$ cat src/rtl/ccg_pkg.sv
`timescale 1ns / 1ps

package ccg_pkg;

    localparam int MAX_SAMPLES_DEF = 1024;
    localparam int MAX_LAG_DEF     = 31;
    localparam int SAMPLE_BITS_DEF = 16;

    localparam int CFG_W      = 5;
    localparam int LAG_W      = 6;
    localparam int CORR_W     = 16;
    localparam int LAG_DIV    = 5;
    localparam int FRAC_BITS  = 32;
    localparam int QUOT_BITS  = 33;
    localparam int ROOT_BITS  = 17;
    localparam int CORR_MAX   = 32767;

    localparam logic [CFG_W-1:0] MAX_LAG_RESET = 5'd20;

    // control from the sequencer to the normalizer
    typedef struct packed {
        logic start;
        logic ack;
    } norm_ctl_t;

endpackage

$ cat src/rtl/ccg_cell.sv
`timescale 1ns / 1ps

module ccg_cell #(
    parameter int SAMPLE_BITS = ccg_pkg::SAMPLE_BITS_DEF,
    parameter int CNT_W       = $clog2(ccg_pkg::MAX_SAMPLES_DEF + 1),
    localparam int SW         = SAMPLE_BITS + CNT_W,
    localparam int PW         = 2 * SAMPLE_BITS + CNT_W
) (
    input  logic                          clk,
    input  logic                          clear,
    input  logic                          acc_en,
    input  logic                          shift,
    input  logic signed [SAMPLE_BITS-1:0] a,
    input  logic [2*SAMPLE_BITS-1:0]      a2,
    input  logic signed [SAMPLE_BITS-1:0] b,
    input  logic [2*SAMPLE_BITS-1:0]      b2,
    input  logic signed [SW-1:0]          sa_in,
    input  logic signed [SW-1:0]          sb_in,
    input  logic signed [PW-1:0]          sab_in,
    input  logic signed [PW-1:0]          saa_in,
    input  logic signed [PW-1:0]          sbb_in,
    input  logic [CNT_W-1:0]              cnt_in,
    output logic signed [SW-1:0]          sa_out,
    output logic signed [SW-1:0]          sb_out,
    output logic signed [PW-1:0]          sab_out,
    output logic signed [PW-1:0]          saa_out,
    output logic signed [PW-1:0]          sbb_out,
    output logic [CNT_W-1:0]              cnt_out
);

    logic signed [SW-1:0]            sa_reg, sb_reg;
    logic signed [PW-1:0]            sab_reg, saa_reg, sbb_reg;
    logic [CNT_W-1:0]                cnt_reg;
    logic signed [2*SAMPLE_BITS-1:0] prod;

    assign prod = a * b;

    // accumulate pairs while streaming, then act as a shift register for readout
    always_ff @(posedge clk)
    begin
        if (clear)
        begin
            sa_reg  <= '0;
            sb_reg  <= '0;
            sab_reg <= '0;
            saa_reg <= '0;
            sbb_reg <= '0;
            cnt_reg <= '0;
        end
        else if (shift)
        begin
            sa_reg  <= sa_in;
            sb_reg  <= sb_in;
            sab_reg <= sab_in;
            saa_reg <= saa_in;
            sbb_reg <= sbb_in;
            cnt_reg <= cnt_in;
        end
        else if (acc_en)
        begin
            sa_reg  <= sa_reg + SW'(a);
            sb_reg  <= sb_reg + SW'(b);
            sab_reg <= sab_reg + PW'(prod);
            saa_reg <= saa_reg + $signed(PW'(a2));
            sbb_reg <= sbb_reg + $signed(PW'(b2));
            cnt_reg <= cnt_reg + CNT_W'(1);
        end
    end

    assign sa_out  = sa_reg;
    assign sb_out  = sb_reg;
    assign sab_out = sab_reg;
    assign saa_out = saa_reg;
    assign sbb_out = sbb_reg;
    assign cnt_out = cnt_reg;

endmodule

$ cat config.mk
export PLATFORM = sky130hd
export DESIGN_NAME = ccg_cell
export DESIGN_NICKNAME = d
export VERILOG_FILES = /design/src/rtl/ccg_pkg.sv /design/src/rtl/ccg_cell.sv
export SDC_FILE = /design/constraint.sdc
export NUM_CORES = 2
export LEC_CHECK = 0
export ABC_AREA = 1
export ABC_CLOCK_PERIOD_IN_PS = 7100
export BUFFER_PORTS_ARGS = -buffer_cell sky130_fd_sc_hd__buf_2
export CAP_MARGIN = 20
export CORE_UTILIZATION = 45
export DETAILED_ROUTE_END_ITERATION = 8
export PLACE_DENSITY_LB_ADDON = 0.15
export SYNTH_ARGS = -nofsm -noshare
export SYNTH_HDL_FRONTEND = slang
export SYNTH_SLANG_ARGS = --single-unit
$ cat constraint.sdc
create_clock -name clk -period 7.1 [get_ports clk]
set_clock_uncertainty 0.2 [all_clocks]
set_input_delay 1.42 -clock clk [delete_from_list [all_inputs] [get_ports clk]]
set_output_delay 1.42 -clock clk [all_outputs]
set_load 0.01 [all_outputs]
==> results by group <==
Route
  • Vias/cell: 5.21
  • Post-route ant nets: 0
  • Aggregate routed wire length: 117000 um
  • DR WL/cell: 18.7 um
  • Post-route DRC: 0
  • Vias: 32700
  • Initial drt markers: 2697
  • Detailed Routing Iterations Pass 1: 6

Final layout
  • Multi-input logic area: 23000 sq um
  • Register area: 3880 sq um
  • Nets: 6194
  • Fill count: 7237
  • Layout area overhead: 16.8%
  • Share of cells above drive strength 1: 0.144

Clocking
  • Clock latency on the worst-skew pair: 0.52 ns
  • Root buf cell: clkbuf_16
  • Post-CTS setup repair buffer count: 0
  • Clock transition at path regs: 0.08 ns
  • Max Buffers Root-to-Sink: 2
  • Post-CTS resize count: 0
  • Max H-tree Level: 4
  • # clock sinks: 194
  • Hold-fix buffers, CTS: 0
  • CTS buffer count: 17
  • CTS tree: yes

Setup path
  • Worst path required time: 7.27 ns
  • Most used cell along the critical path: inv_1
  • Reg-to-Reg End: sab_out[24]
  • R2R setup slack: 1.94 ns
  • Depth of the worst register-to-register path: 20
  • Crit path DAT: 6.93 ns
  • Worst R2R Start: sab_out[15]
  • Slowest stage delay, CP: 0.64 ns
  • CP Launch Type: input pin
  • Crit-path cells: clkbuf_4 > nand2_1 > inv_1 > fa_1 > inv_1 > fa_2 > fa_2 > fa_2 > inv_1 > fa_1 > inv_1 > fa_1 > inv_1 > ha_1 > nand2_1 > nor2_1 > nand2_1 > nor2_1 > nand3_1 > nand3_1 > nand2_1 > nand3_1 > a21oi_1
  • Setup CP Type: in -> reg
  • CP endpoint kind: flip-flop
  • Max stage delay cell, worst path: fa_2
  • CP Max Fanout: 14

Timing
  • Slew @ Worst Pin: 0.972 ns
  • Highest Clock Rate: 148 MHz
  • Minimum clock period: 6.76 ns
  • Setup_tns: 0 ns
  • Hold violation count in the final report: 0
  • Worst slew margin: 0.351
  • Final setup viols: 0
  • Slew Limit Fails: 0
  • Crit share post-route: 0.952
  • RSZ-0062 raised after global routing: true

Floorplanning
  • Die Y: 266 um
  • Die width: 266 um
  • # rows: 96
  • Placeable Area: 68700 sq um
  • Starting Density: 0.455
  • Die area: 70600 sq um
  • Number of top-level pins: 488

Logic synthesis
  • Synth cell types: 40
  • Synth Register Bits: 194
  • Syn avg cell area: 6.54 sq um
  • Sequential share of the synthesized area: 0.124
  • Synth Warn #: 0
  • Mapped Area: 31300 sq um
  • Syn Nets: 5662
  • Mapped Cells: 4784

Place
  • Buffers on Ports: 487
  • GPL Wtd Cong: 1.02
  • DP HPWL: 98400 um

Run status
  • Status: complete, no violations

Job
  • Max cap viols: 0

Global routing
  • Initial antenna violation count: 16
  • Vias in the first global route: 31300
  • Largest net degree at the start of global routing: 73
  • First-pass GRT wire length: 180000 um
  • Grt ovf: 0
  • Total track usage: 0.332

Worst hold path
  • Hold Crit Depth: 2
  • Hold Crit Start: saa_out[3]
  • Hold crit path type: reg -> reg
  • Hold endpoint: saa_out[3]
flip-flops by register name, summed over array words and instances (netlist names):
register	flops
sa_out	27
sb_out	27
saa_out	43
sbb_out	43
cnt_out	11
sab_out	43
per-stage QoR:
step / hold slack (ns) / area (sq um) / instances / setup WS [ns] / utilization
after floorplan: 0.322 / 31300 / 4784 / 0.0132 / -
after detailed placement: 0.301 / 35900 / 6228 / -0.358 / 0.522
after global routing: 0.327 / 36500 / 6272 / -0.00352 / 0.532
final: 0.312 / 36500 / 6273 / 0.339 / 0.532
after global placement: 0.291 / 35900 / 6228 / -0.330 / 0.522
after CTS: 0.313 / 36500 / 6260 / 0.173 / 0.531
Yosys cell counts, drive strengths merged:
| cell type | count | area (sq um) |
|---|---|---|
| a21oi | 329 | 1660 |
| a21o | 5 | 37.5 |
| or2 | 7 | 43.8 |
| and3 | 1 | 6.26 |
| fa | 346 | 6930 |
| a31oi | 44 | 275 |
| nor3b | 2 | 20.0 |
| inv | 1028 | 3860 |
| a21boi | 3 | 22.5 |
| nor2 | 288 | 1130 |
| buf | 34 | 161 |
| nand3b | 36 | 270 |
| dfxtp | 194 | 3880 |
| nand2 | 1453 | 5510 |
| o211ai | 1 | 12.5 |
| nor3 | 37 | 235 |
| nand3 | 248 | 1280 |
| o21ai | 112 | 572 |
| nand4 | 64 | 400 |
| xor2 | 35 | 307 |
| xnor2 | 7 | 61.3 |
| and2 | 3 | 20.0 |
| ha | 238 | 2980 |
| o21bai | 22 | 169 |
| a22oi | 132 | 991 |
| clkbuf | 110 | 413 |
| o21a | 5 | 37.5 |
final cells by class:
| cell class | count | area share |
|---|---|---|
| clock buffer | 18 | 0.0118 |
| timing repair buffer | 657 | 0.109 |
| inverter | 1028 | 0.106 |
| antenna | 13 | 0.000891 |
| clock inverter | 14 | 0.00510 |
| tap | 931 | 0.0319 |
| multi-input combinational | 3418 | 0.629 |
| sequential | 194 | 0.106 |
how the worst max path moves through the flow:
stage	from	to	slack, ns
2_1_floorplan	a[15]	sab_out[41]	0.01
3_3_place_gp	a[15]	sab_out[34]	-0.33
3_5_place_dp	a[15]	sab_out[42]	-0.36
4_1_cts	a[15]	sab_out[42]	0.17
5_1_grt	a[15]	sab_out[42]	-0.004
6_report	a[15]	sab_out[40]	0.34
kinds of logic after synthesis:
family                   count (synthesis)  share of synthesized area
AND/OR/NAND/NOR                       2139                      0.285
buffers and inverters                 1172                      0.142
AO/OA/AOI/OAI                          653                      0.121
adder cells (fa/ha/maj)                584                      0.317
flip-flops                             194                      0.124
XOR/XNOR                                42                     0.0118
worst max-delay path: cells and delay by family:
| kind | cells | cell delay, ns |
|---|---|---|
| simple gates | 9 | 1.09 |
| compound gates | 1 | 0.08 |
| fa+ha+maj | 7 | 3.70 |
| buf+inv | 6 | 0.62 |
layout by cell type, fill, tap and decap left out, types with 4 or more instances in the layout:
cell type	Yosys	final
nor2_2	11	12
diode_2	0	13
fa_2	0	4
nor3_1	27	26
nand4_1	64	64
buf_12	0	20
xor2_1	35	35
a21o_1	5	5
nor3_2	10	11
nand3_1	241	241
nor2_4	3	4
o21a_1	5	5
a21oi_2	4	4
inv_1	1026	1026
fa_1	346	342
a21oi_1	325	325
clkinv_8	0	4
clkbuf_16	0	17
o21ai_0	94	94
buf_4	0	150
nor2_1	274	272
o21bai_1	21	21
nand2_2	22	22
inv_8	0	4
buf_2	27	484
nand3_2	7	7
nand2_1	1431	1431
dfxtp_1	194	194
o21ai_1	15	15
nand3b_1	36	36
a31oi_1	44	44
or2_2	7	7
xnor2_1	7	7
a22oi_1	132	132
ha_1	238	238
metal layers:
| layer | part of all wire | wire length [um] | vias up | GRT usage |
|---|---|---|---|---|
| met5 | 0.00027 | 32 | - | 0 |
| met2 | 0.45 | 52300 | 1158 | 0.525 |
| li1 | - | - | 15900 | - |
| met3 | 0.068 | 7930 | 135 | 0.0459 |
| met1 | 0.46 | 54200 | 15500 | 0.473 |
| met4 | 0.025 | 2940 | 6 | 0.0915 |
Power is not shown: default switching activity piles up to over one toggle a cycle in this logic, so the estimate is an artifact.
