<file path="src/rtl/ccg_pkg.sv">
`timescale 1ns / 1ps

package ccg_pkg;

    localparam int MAX_SAMPLES_DEF = 1024;
    localparam int MAX_LAG_DEF     = 31;
    localparam int SAMPLE_BITS_DEF = 16;

    localparam int CFG_W      = 5;
    localparam int LAG_W      = 6;
    localparam int CORR_W     = 16;
    localparam int LAG_DIV    = 5;
    localparam int FRAC_BITS  = 32;
    localparam int QUOT_BITS  = 33;
    localparam int ROOT_BITS  = 17;
    localparam int CORR_MAX   = 32767;

    localparam logic [CFG_W-1:0] MAX_LAG_RESET = 5'd20;

    // control from the sequencer to the normalizer
    typedef struct packed {
        logic start;
        logic ack;
    } norm_ctl_t;

endpackage

</file>
<file path="src/rtl/ccg_norm.sv">
`timescale 1ns / 1ps

module ccg_norm #(
    parameter int SAMPLE_BITS = ccg_pkg::SAMPLE_BITS_DEF,
    parameter int CNT_W       = $clog2(ccg_pkg::MAX_SAMPLES_DEF + 1),
    localparam int SW         = SAMPLE_BITS + CNT_W,
    localparam int PW         = 2 * SAMPLE_BITS + CNT_W
) (
    input  logic                              clk,
    input  logic                              rst_n,
    input  ccg_pkg::norm_ctl_t                ctl,
    input  logic [CNT_W-1:0]                  m,
    input  logic signed [SW-1:0]              sa,
    input  logic signed [SW-1:0]              sb,
    input  logic signed [PW-1:0]              sab,
    input  logic signed [PW-1:0]              saa,
    input  logic signed [PW-1:0]              sbb,
    output logic                              done,
    output logic signed [ccg_pkg::CORR_W-1:0] corr
);

    localparam int NW  = 2 * SAMPLE_BITS + 2 * CNT_W + 2;
    localparam int PRW = 2 * NW;
    localparam int DVW = PRW + ccg_pkg::FRAC_BITS + 1;
    localparam int RB  = ccg_pkg::ROOT_BITS;
    localparam int QB  = ccg_pkg::QUOT_BITS;

    localparam logic [2:0] OP_M_SAB = 3'd0;
    localparam logic [2:0] OP_SA_SB = 3'd1;
    localparam logic [2:0] OP_M_SAA = 3'd2;
    localparam logic [2:0] OP_SA_SA = 3'd3;
    localparam logic [2:0] OP_M_SBB = 3'd4;
    localparam logic [2:0] OP_SB_SB = 3'd5;
    localparam logic [2:0] OP_NUM2  = 3'd6;
    localparam logic [2:0] OP_VAVB  = 3'd7;

    typedef enum logic [6:0] {
        N_IDLE  = 7'b0000001,
        N_LOAD  = 7'b0000010,
        N_MUL   = 7'b0000100,
        N_DIV   = 7'b0001000,
        N_SQRT  = 7'b0010000,
        N_FIN   = 7'b0100000,
        N_DONE  = 7'b1000000
    } nstate_t;

    nstate_t                   state_reg, state_next;
    logic [2:0]                op_reg, op_next;
    logic [CNT_W-1:0]          m_reg;
    logic signed [SW-1:0]      sa_reg, sb_reg;
    logic signed [PW-1:0]      sab_reg, saa_reg, sbb_reg;
    logic [PRW-1:0]            mca_reg, mca_next;
    logic [NW-1:0]             mcb_reg, mcb_next;
    logic [PRW-1:0]            acc_reg, acc_next;
    logic                      msign_reg, msign_next;
    logic [PRW-1:0]            hold_reg, hold_next;
    logic signed [NW-1:0]      num_reg, num_next;
    logic signed [NW-1:0]      va_reg, va_next;
    logic signed [NW-1:0]      vb_reg, vb_next;
    logic                      neg_reg, neg_next;
    logic [DVW-1:0]            rem_reg, rem_next;
    logic [DVW-1:0]            dsh_reg, dsh_next;
    logic [5:0]                div_cnt_reg, div_cnt_next;
    logic [QB-1:0]             q_reg, q_next;
    logic [RB-1:0]             root_reg, root_next;
    logic [RB-1:0]             probe_reg, probe_next;
    logic signed [ccg_pkg::CORR_W-1:0] corr_reg, corr_next;

    logic signed [NW-1:0]      opa, opb;
    logic [NW-1:0]             mag_a, mag_b;
    logic [PRW-1:0]            res, diff;
    logic                      ge;
    logic [RB-1:0]             trial;
    logic [2*RB-1:0]           trial_sq;
    logic [RB:0]               k_full;
    logic [RB-1:0]             k_mag;

    always_comb
    begin
        unique case (op_reg)
            OP_M_SAB:
            begin
                opa = $signed(NW'(m_reg));
                opb = NW'(sab_reg);
            end
            OP_SA_SB:
            begin
                opa = NW'(sa_reg);
                opb = NW'(sb_reg);
            end
            OP_M_SAA:
            begin
                opa = $signed(NW'(m_reg));
                opb = NW'(saa_reg);
            end
            OP_SA_SA:
            begin
                opa = NW'(sa_reg);
                opb = NW'(sa_reg);
            end
            OP_M_SBB:
            begin
                opa = $signed(NW'(m_reg));
                opb = NW'(sbb_reg);
            end
            OP_SB_SB:
            begin
                opa = NW'(sb_reg);
                opb = NW'(sb_reg);
            end
            OP_NUM2:
            begin
                opa = num_reg;
                opb = num_reg;
            end
            default:
            begin
                opa = va_reg;
                opb = vb_reg;
            end
        endcase
    end

    assign mag_a    = opa[NW-1] ? NW'(-opa) : NW'(opa);
    assign mag_b    = opb[NW-1] ? NW'(-opb) : NW'(opb);
    assign res      = msign_reg ? PRW'(-acc_reg) : acc_reg;
    assign diff     = hold_reg - res;
    assign ge       = rem_reg >= dsh_reg;
    assign trial    = root_reg | probe_reg;
    assign trial_sq = trial * trial;
    // nearest odd root bound: largest k with 2k-1 <= isqrt(q)
    assign k_full   = ((RB + 1)'(root_reg) + (RB + 1)'(1)) >> 1;
    assign k_mag    = k_full[RB-1:0];

    always_comb
    begin
        state_next   = state_reg;
        op_next      = op_reg;
        mca_next     = mca_reg;
        mcb_next     = mcb_reg;
        acc_next     = acc_reg;
        msign_next   = msign_reg;
        hold_next    = hold_reg;
        num_next     = num_reg;
        va_next      = va_reg;
        vb_next      = vb_reg;
        neg_next     = neg_reg;
        rem_next     = rem_reg;
        dsh_next     = dsh_reg;
        div_cnt_next = div_cnt_reg;
        q_next       = q_reg;
        root_next    = root_reg;
        probe_next   = probe_reg;
        corr_next    = corr_reg;
        unique case (state_reg)
            N_IDLE:
            begin
                if (ctl.start)
                begin
                    op_next    = OP_M_SAB;
                    state_next = N_LOAD;
                end
            end
            N_LOAD:
            begin
                mca_next   = PRW'(mag_a);
                mcb_next   = mag_b;
                msign_next = opa[NW-1] ^ opb[NW-1];
                acc_next   = '0;
                state_next = N_MUL;
            end
            N_MUL:
            begin
                if (mcb_reg == '0)
                begin
                    op_next    = op_reg + 3'd1;
                    state_next = N_LOAD;
                    unique case (op_reg)
                        OP_M_SAB, OP_M_SAA, OP_M_SBB:
                        begin
                            hold_next = res;
                        end
                        OP_SA_SB:
                        begin
                            num_next = $signed(diff[NW-1:0]);
                            neg_next = diff[NW-1];
                        end
                        OP_SA_SA:
                        begin
                            va_next = $signed(diff[NW-1:0]);
                        end
                        OP_SB_SB:
                        begin
                            vb_next = $signed(diff[NW-1:0]);
                            if ((va_reg == '0) || (diff[NW-1:0] == '0))
                            begin
                                corr_next  = '0;
                                state_next = N_DONE;
                            end
                        end
                        OP_NUM2:
                        begin
                            rem_next = DVW'(res) << ccg_pkg::FRAC_BITS;
                        end
                        default:
                        begin
                            dsh_next     = DVW'(res) << ccg_pkg::FRAC_BITS;
                            div_cnt_next = 6'(QB - 1);
                            state_next   = N_DIV;
                        end
                    endcase
                end
                else
                begin
                    if (mcb_reg[0])
                    begin
                        acc_next = acc_reg + mca_reg;
                    end
                    mca_next = mca_reg << 1;
                    mcb_next = mcb_reg >> 1;
                end
            end
            N_DIV:
            begin
                // restoring division, one quotient bit per cycle
                if (ge)
                begin
                    rem_next = rem_reg - dsh_reg;
                end
                q_next   = {q_reg[QB-2:0], ge};
                dsh_next = dsh_reg >> 1;
                if (div_cnt_reg == '0)
                begin
                    root_next  = '0;
                    probe_next = {1'b1, {(RB - 1){1'b0}}};
                    state_next = N_SQRT;
                end
                else
                begin
                    div_cnt_next = div_cnt_reg - 6'd1;
                end
            end
            N_SQRT:
            begin
                if (trial_sq <= (2 * RB)'(q_reg))
                begin
                    root_next = trial;
                end
                probe_next = probe_reg >> 1;
                if (probe_reg[0])
                begin
                    state_next = N_FIN;
                end
            end
            N_FIN:
            begin
                if (neg_reg)
                begin
                    corr_next = -$signed(ccg_pkg::CORR_W'(k_mag));
                end
                else if (k_mag > RB'(ccg_pkg::CORR_MAX))
                begin
                    corr_next = ccg_pkg::CORR_W'(ccg_pkg::CORR_MAX);
                end
                else
                begin
                    corr_next = $signed(ccg_pkg::CORR_W'(k_mag));
                end
                state_next = N_DONE;
            end
            default:
            begin
                if (ctl.ack)
                begin
                    state_next = N_IDLE;
                end
            end
        endcase
    end

    always_ff @(posedge clk or negedge rst_n)
    begin
        if (!rst_n)
        begin
            state_reg <= N_IDLE;
        end
        else
        begin
            state_reg <= state_next;
        end
    end

    always_ff @(posedge clk)
    begin
        if ((state_reg == N_IDLE) && ctl.start)
        begin
            m_reg   <= m;
            sa_reg  <= sa;
            sb_reg  <= sb;
            sab_reg <= sab;
            saa_reg <= saa;
            sbb_reg <= sbb;
        end
        op_reg      <= op_next;
        mca_reg     <= mca_next;
        mcb_reg     <= mcb_next;
        acc_reg     <= acc_next;
        msign_reg   <= msign_next;
        hold_reg    <= hold_next;
        num_reg     <= num_next;
        va_reg      <= va_next;
        vb_reg      <= vb_next;
        neg_reg     <= neg_next;
        rem_reg     <= rem_next;
        dsh_reg     <= dsh_next;
        div_cnt_reg <= div_cnt_next;
        q_reg       <= q_next;
        root_reg    <= root_next;
        probe_reg   <= probe_next;
        corr_reg    <= corr_next;
    end

    assign done = (state_reg == N_DONE);
    assign corr = corr_reg;

endmodule

</file>
<file path="config.mk">
export PLATFORM = sky130hd
export DESIGN_NAME = ccg_norm
export DESIGN_NICKNAME = d
export VERILOG_FILES = /design/src/rtl/ccg_pkg.sv /design/src/rtl/ccg_norm.sv
export SDC_FILE = /design/constraint.sdc
export NUM_CORES = 2
export LEC_CHECK = 0
export BUFFER_PORTS_ARGS = -buffer_cell sky130_fd_sc_hd__buf_4
export CORE_MARGIN = 5
export CORE_UTILIZATION = 65
export CTS_CLUSTER_DIAMETER = 150
export DETAILED_ROUTE_END_ITERATION = 8
export PLACE_DENSITY = 0.81
export SETUP_SLACK_MARGIN = 0.15
export SLEW_MARGIN = 20
export SYNTH_ARGS = -nofsm -noshare
export SYNTH_HDL_FRONTEND = slang
export SYNTH_SLANG_ARGS = --single-unit
</file>
<file path="constraint.sdc">
create_clock -name clk -period 34.5 [get_ports clk]
set_input_delay 5.175 -clock clk [delete_from_list [all_inputs] [get_ports clk]]
set_output_delay 5.175 -clock clk [all_outputs]
set_load 0.005 [all_outputs]
</file>
==> results_dict.tcl <==
set metrics [dict create \
    crit_top_cell "fa_1" \
    via_count 60214 \
    cp.required_ns 34.90 \
    status "finished, final reports clean" \
    crit_buf_inv 7 \
    place_inst 9066 \
    layout_worst_path_cycle_share_pct 30.60 \
    synth_top_family_by_area "compound AO/OA/AOI/OAI gates" \
    yosysWarnings 0 \
    nets 8524 \
    synth-main-ff-cell "edfxtp_1" \
    largest_reg_flops 145 \
    grt_pass1_wl_um 325900 \
    clk_pin_slew_ns 0.06 \
    drcViolationCount 0 \
    post-dp-hpwl_um 156500 \
    ys_seq_area_share_pct 43.77 \
    maxSlewViolCount 0 \
    yosys.area_share.simple_pct 13.75 \
    clkPwrFrac_pct 17.8 \
    core_sq_um 114000 \
    vias_per_cell 6.487 \
    fin_cells 9282 \
    hold_class "reg2reg" \
    fp.dieArea_sq_um 121500 \
    crit_slowest_cell "nor2_1" \
    slowest_delay_ns 0.71 \
    synth_compound_area_share_pct 17.38 \
    fillers 8558 \
    fin_setup_tns_ns 0 \
    whs_ns 0.4547 \
    crit_type "reg2reg" \
    antenna_left 0 \
    grt_usage_pct 33.65 \
    syn-cell-area_sq_um 74490 \
    die_y_um 348.5 \
    yosys.area_share.adder_pct 12.97 \
    overflow 0 \
    cts_resized 0 \
    final_cell_mix "edfxtp_1, nor2_1, a21oi_1" \
    grt_max_degree 146 \
    fmax_ghz 0.09473 \
    hold_viol 0 \
    syn_nets 8479 \
    wirelength_um 210100 \
    setup_viol 0 \
    yosys.area.top_type "edfxtp_1" \
    start_util_pct 65.32 \
    multi_input_area_sq_um 38190 \
    yosys.area.top_type_share_pct 43.54 \
    chipWidth_um 348.5 \
    irDropWorstVdd_v 0.00007033 \
    drive_gt1_share_pct 7.198 \
    cts_tree "done" \
    netlist_top_cells_area "edfxtp_1, ha_1, fa_1" \
    clock_latency_ns 0.78 \
    rows 124 \
    layout-area-overhead-vs-synth_pct 8.751 \
    cp-start-kind "flop" \
    worstPathMaxFanout 17 \
    gp_congestion 0.9878 \
    skew_ns 0.08512 \
    async_reset_ff_share_pct 0.6440 \
    p_switching_uw 3143 \
    worst_slew_pin_slew_ns 1.183 \
    syn_avg_cell_area_sq_um 9.768 \
    synth.distinct_cells 94 \
    ios 215 \
    period_needed_ns 10.56 \
    crit_family "adder cells" \
    clock-root-buffer "clkbuf_16" \
    cellInternalPower_uw 3929 \
    cts_max_level 3 \
    synthCells 7626 \
    place_area_sq_um 77200 \
    sw_frac_of_total_pct 44.44 \
    ys_ff_latch 1087 \
    io_buffers 214 \
    slew-limit-headroom_pct 20.49 \
    cellPowerDensity_nw_per_um2 87.30 \
    final_common_cell "edfxtp_1" \
    wl_per_cell_um 22.64 \
    critPathArrivalTime_ns 10.96 \
    synth_xor_area_share_pct 6.759 \
    rsz0062_at_grt "no" \
    muxShareOfSynthArea_pct 0.2839 \
    stdcell_area_sq_um 81010 \
    pwr-share-seq_pct 30.7 \
    initialDrtViolationCount 7451 \
    synth-edff-count 1080 \
    maxCapViolations 0 \
    seq_area_sq_um 32610 \
    postCtsSetupBuffers 0 \
    first_pass_iters 7 \
    clock_sinks 1087 \
    comb_power_share_pct 51.5 \
    cts_buffer_depth 3 \
    antenna_found_initial 6 \
    grt_pass1_vias 57973 \
    leakagePower_uw 0.03246 \
    end_kind "flop" \
    ctsHoldBuffers 0 \
    cts_made_buffers 115 \
]
==> worst register-to-register path, delay by kind of cell, from the launching register on <==
| kind | cells | cell delay, ns |
|---|---|---|
| buf+inv | 7 | 1.15 |
| flops | 1 | 0.44 |
| fa+ha+maj | 8 | 3.66 |
| xor+xnor | 1 | 0.17 |
| simple gates | 6 | 1.76 |
| compound gates | 15 | 3.06 |
==> final timing paths <==
path                         startpoint      endpoint  slack (ns)  cells past startpoint
max                        root_reg[11]  root_reg[16]       23.94                     37
max in group asynchronous         rst_n  state_reg[0]       30.04                      1
min reg2reg                    q_reg[7]      q_reg[8]        0.45                      0
min                            q_reg[7]      q_reg[8]        0.45                      0
min in group asynchronous         rst_n  state_reg[6]        4.26                      1
max reg2reg                root_reg[11]  root_reg[16]       23.94                     37
==> kinds of logic after synthesis <==
| group | Yosys count |
|---|---|
| AND/OR/NAND/NOR | 2216 |
| AO/OA/AOI/OAI | 2080 |
| flip-flops | 1087 |
| buffers and inverters | 995 |
| adder cells (fa/ha/maj) | 655 |
| XOR/XNOR | 574 |
| multiplexers | 19 |
==> per-stage QoR <==
stage	worst slack [ns]	power (uW)	utilization, %
global placement	24.36	5604	67.70
finish	23.94	7072	71.04
global route	23.08	7418	71.03
floorplan	19.16	4625	-
CTS	24.06	6964	71.03
detailed placement	24.11	5685	67.70
==> cell type report <==
cell class | instances | area share, %
clock inverter | 72 | 0.9839
antenna | 4 | 0.01236
inverter | 653 | 3.035
sequential | 1087 | 40.25
tap | 1512 | 2.335
multi-input combinational | 5544 | 47.15
timing repair buffer | 270 | 2.538
clock buffer | 140 | 3.695
==> cell usage after synthesis, types with 30 or more instances <==
cell      count
nand3_1      89
nor4_1       72
inv_1       642
nor2b_1      38
nand4_1     146
xor2_1      219
clkbuf_1    306
ha_1        460
a21o_1      179
nand2b_1     48
and2_1      107
a22oi_1      32
o31ai_1      61
a31oi_1      77
nor2_1      733
xnor2_1     354
nand2_1     672
o41ai_1      30
or2_2        40
a21oi_1     718
and3_1       35
o21ai_0     456
fa_1        195
a21boi_0     85
or3_1        34
edfxtp_1   1080
o21a_1       41
o21bai_1     89
o22ai_1      34
nor3_1      121
a221oi_1     33
==> power by group through the flow <==
stage	Combinational (uW)	Clock [uW]	Sequential, uW
global placement	3430	0	2180
global route	3910	1320	2180
finish	3650	1260	2170
floorplan	2500	0	2130
detailed placement	3500	0	2190
CTS	3540	1270	2160
==> per-layer routing <==
| metal | global-route usage (%) | vias up | wire length [um] |
|---|---|---|---|
| met2 | 51.20 | 3178 | 92690 |
| met4 | 11.31 | 2 | 7593 |
| met1 | 49.25 | 29032 | 87040 |
| met3 | 6.151 | 475 | 22810 |
| li1 | - | 27527 | - |
| met5 | 0 | - | 13 |
(Power assumes the default switching activity.)
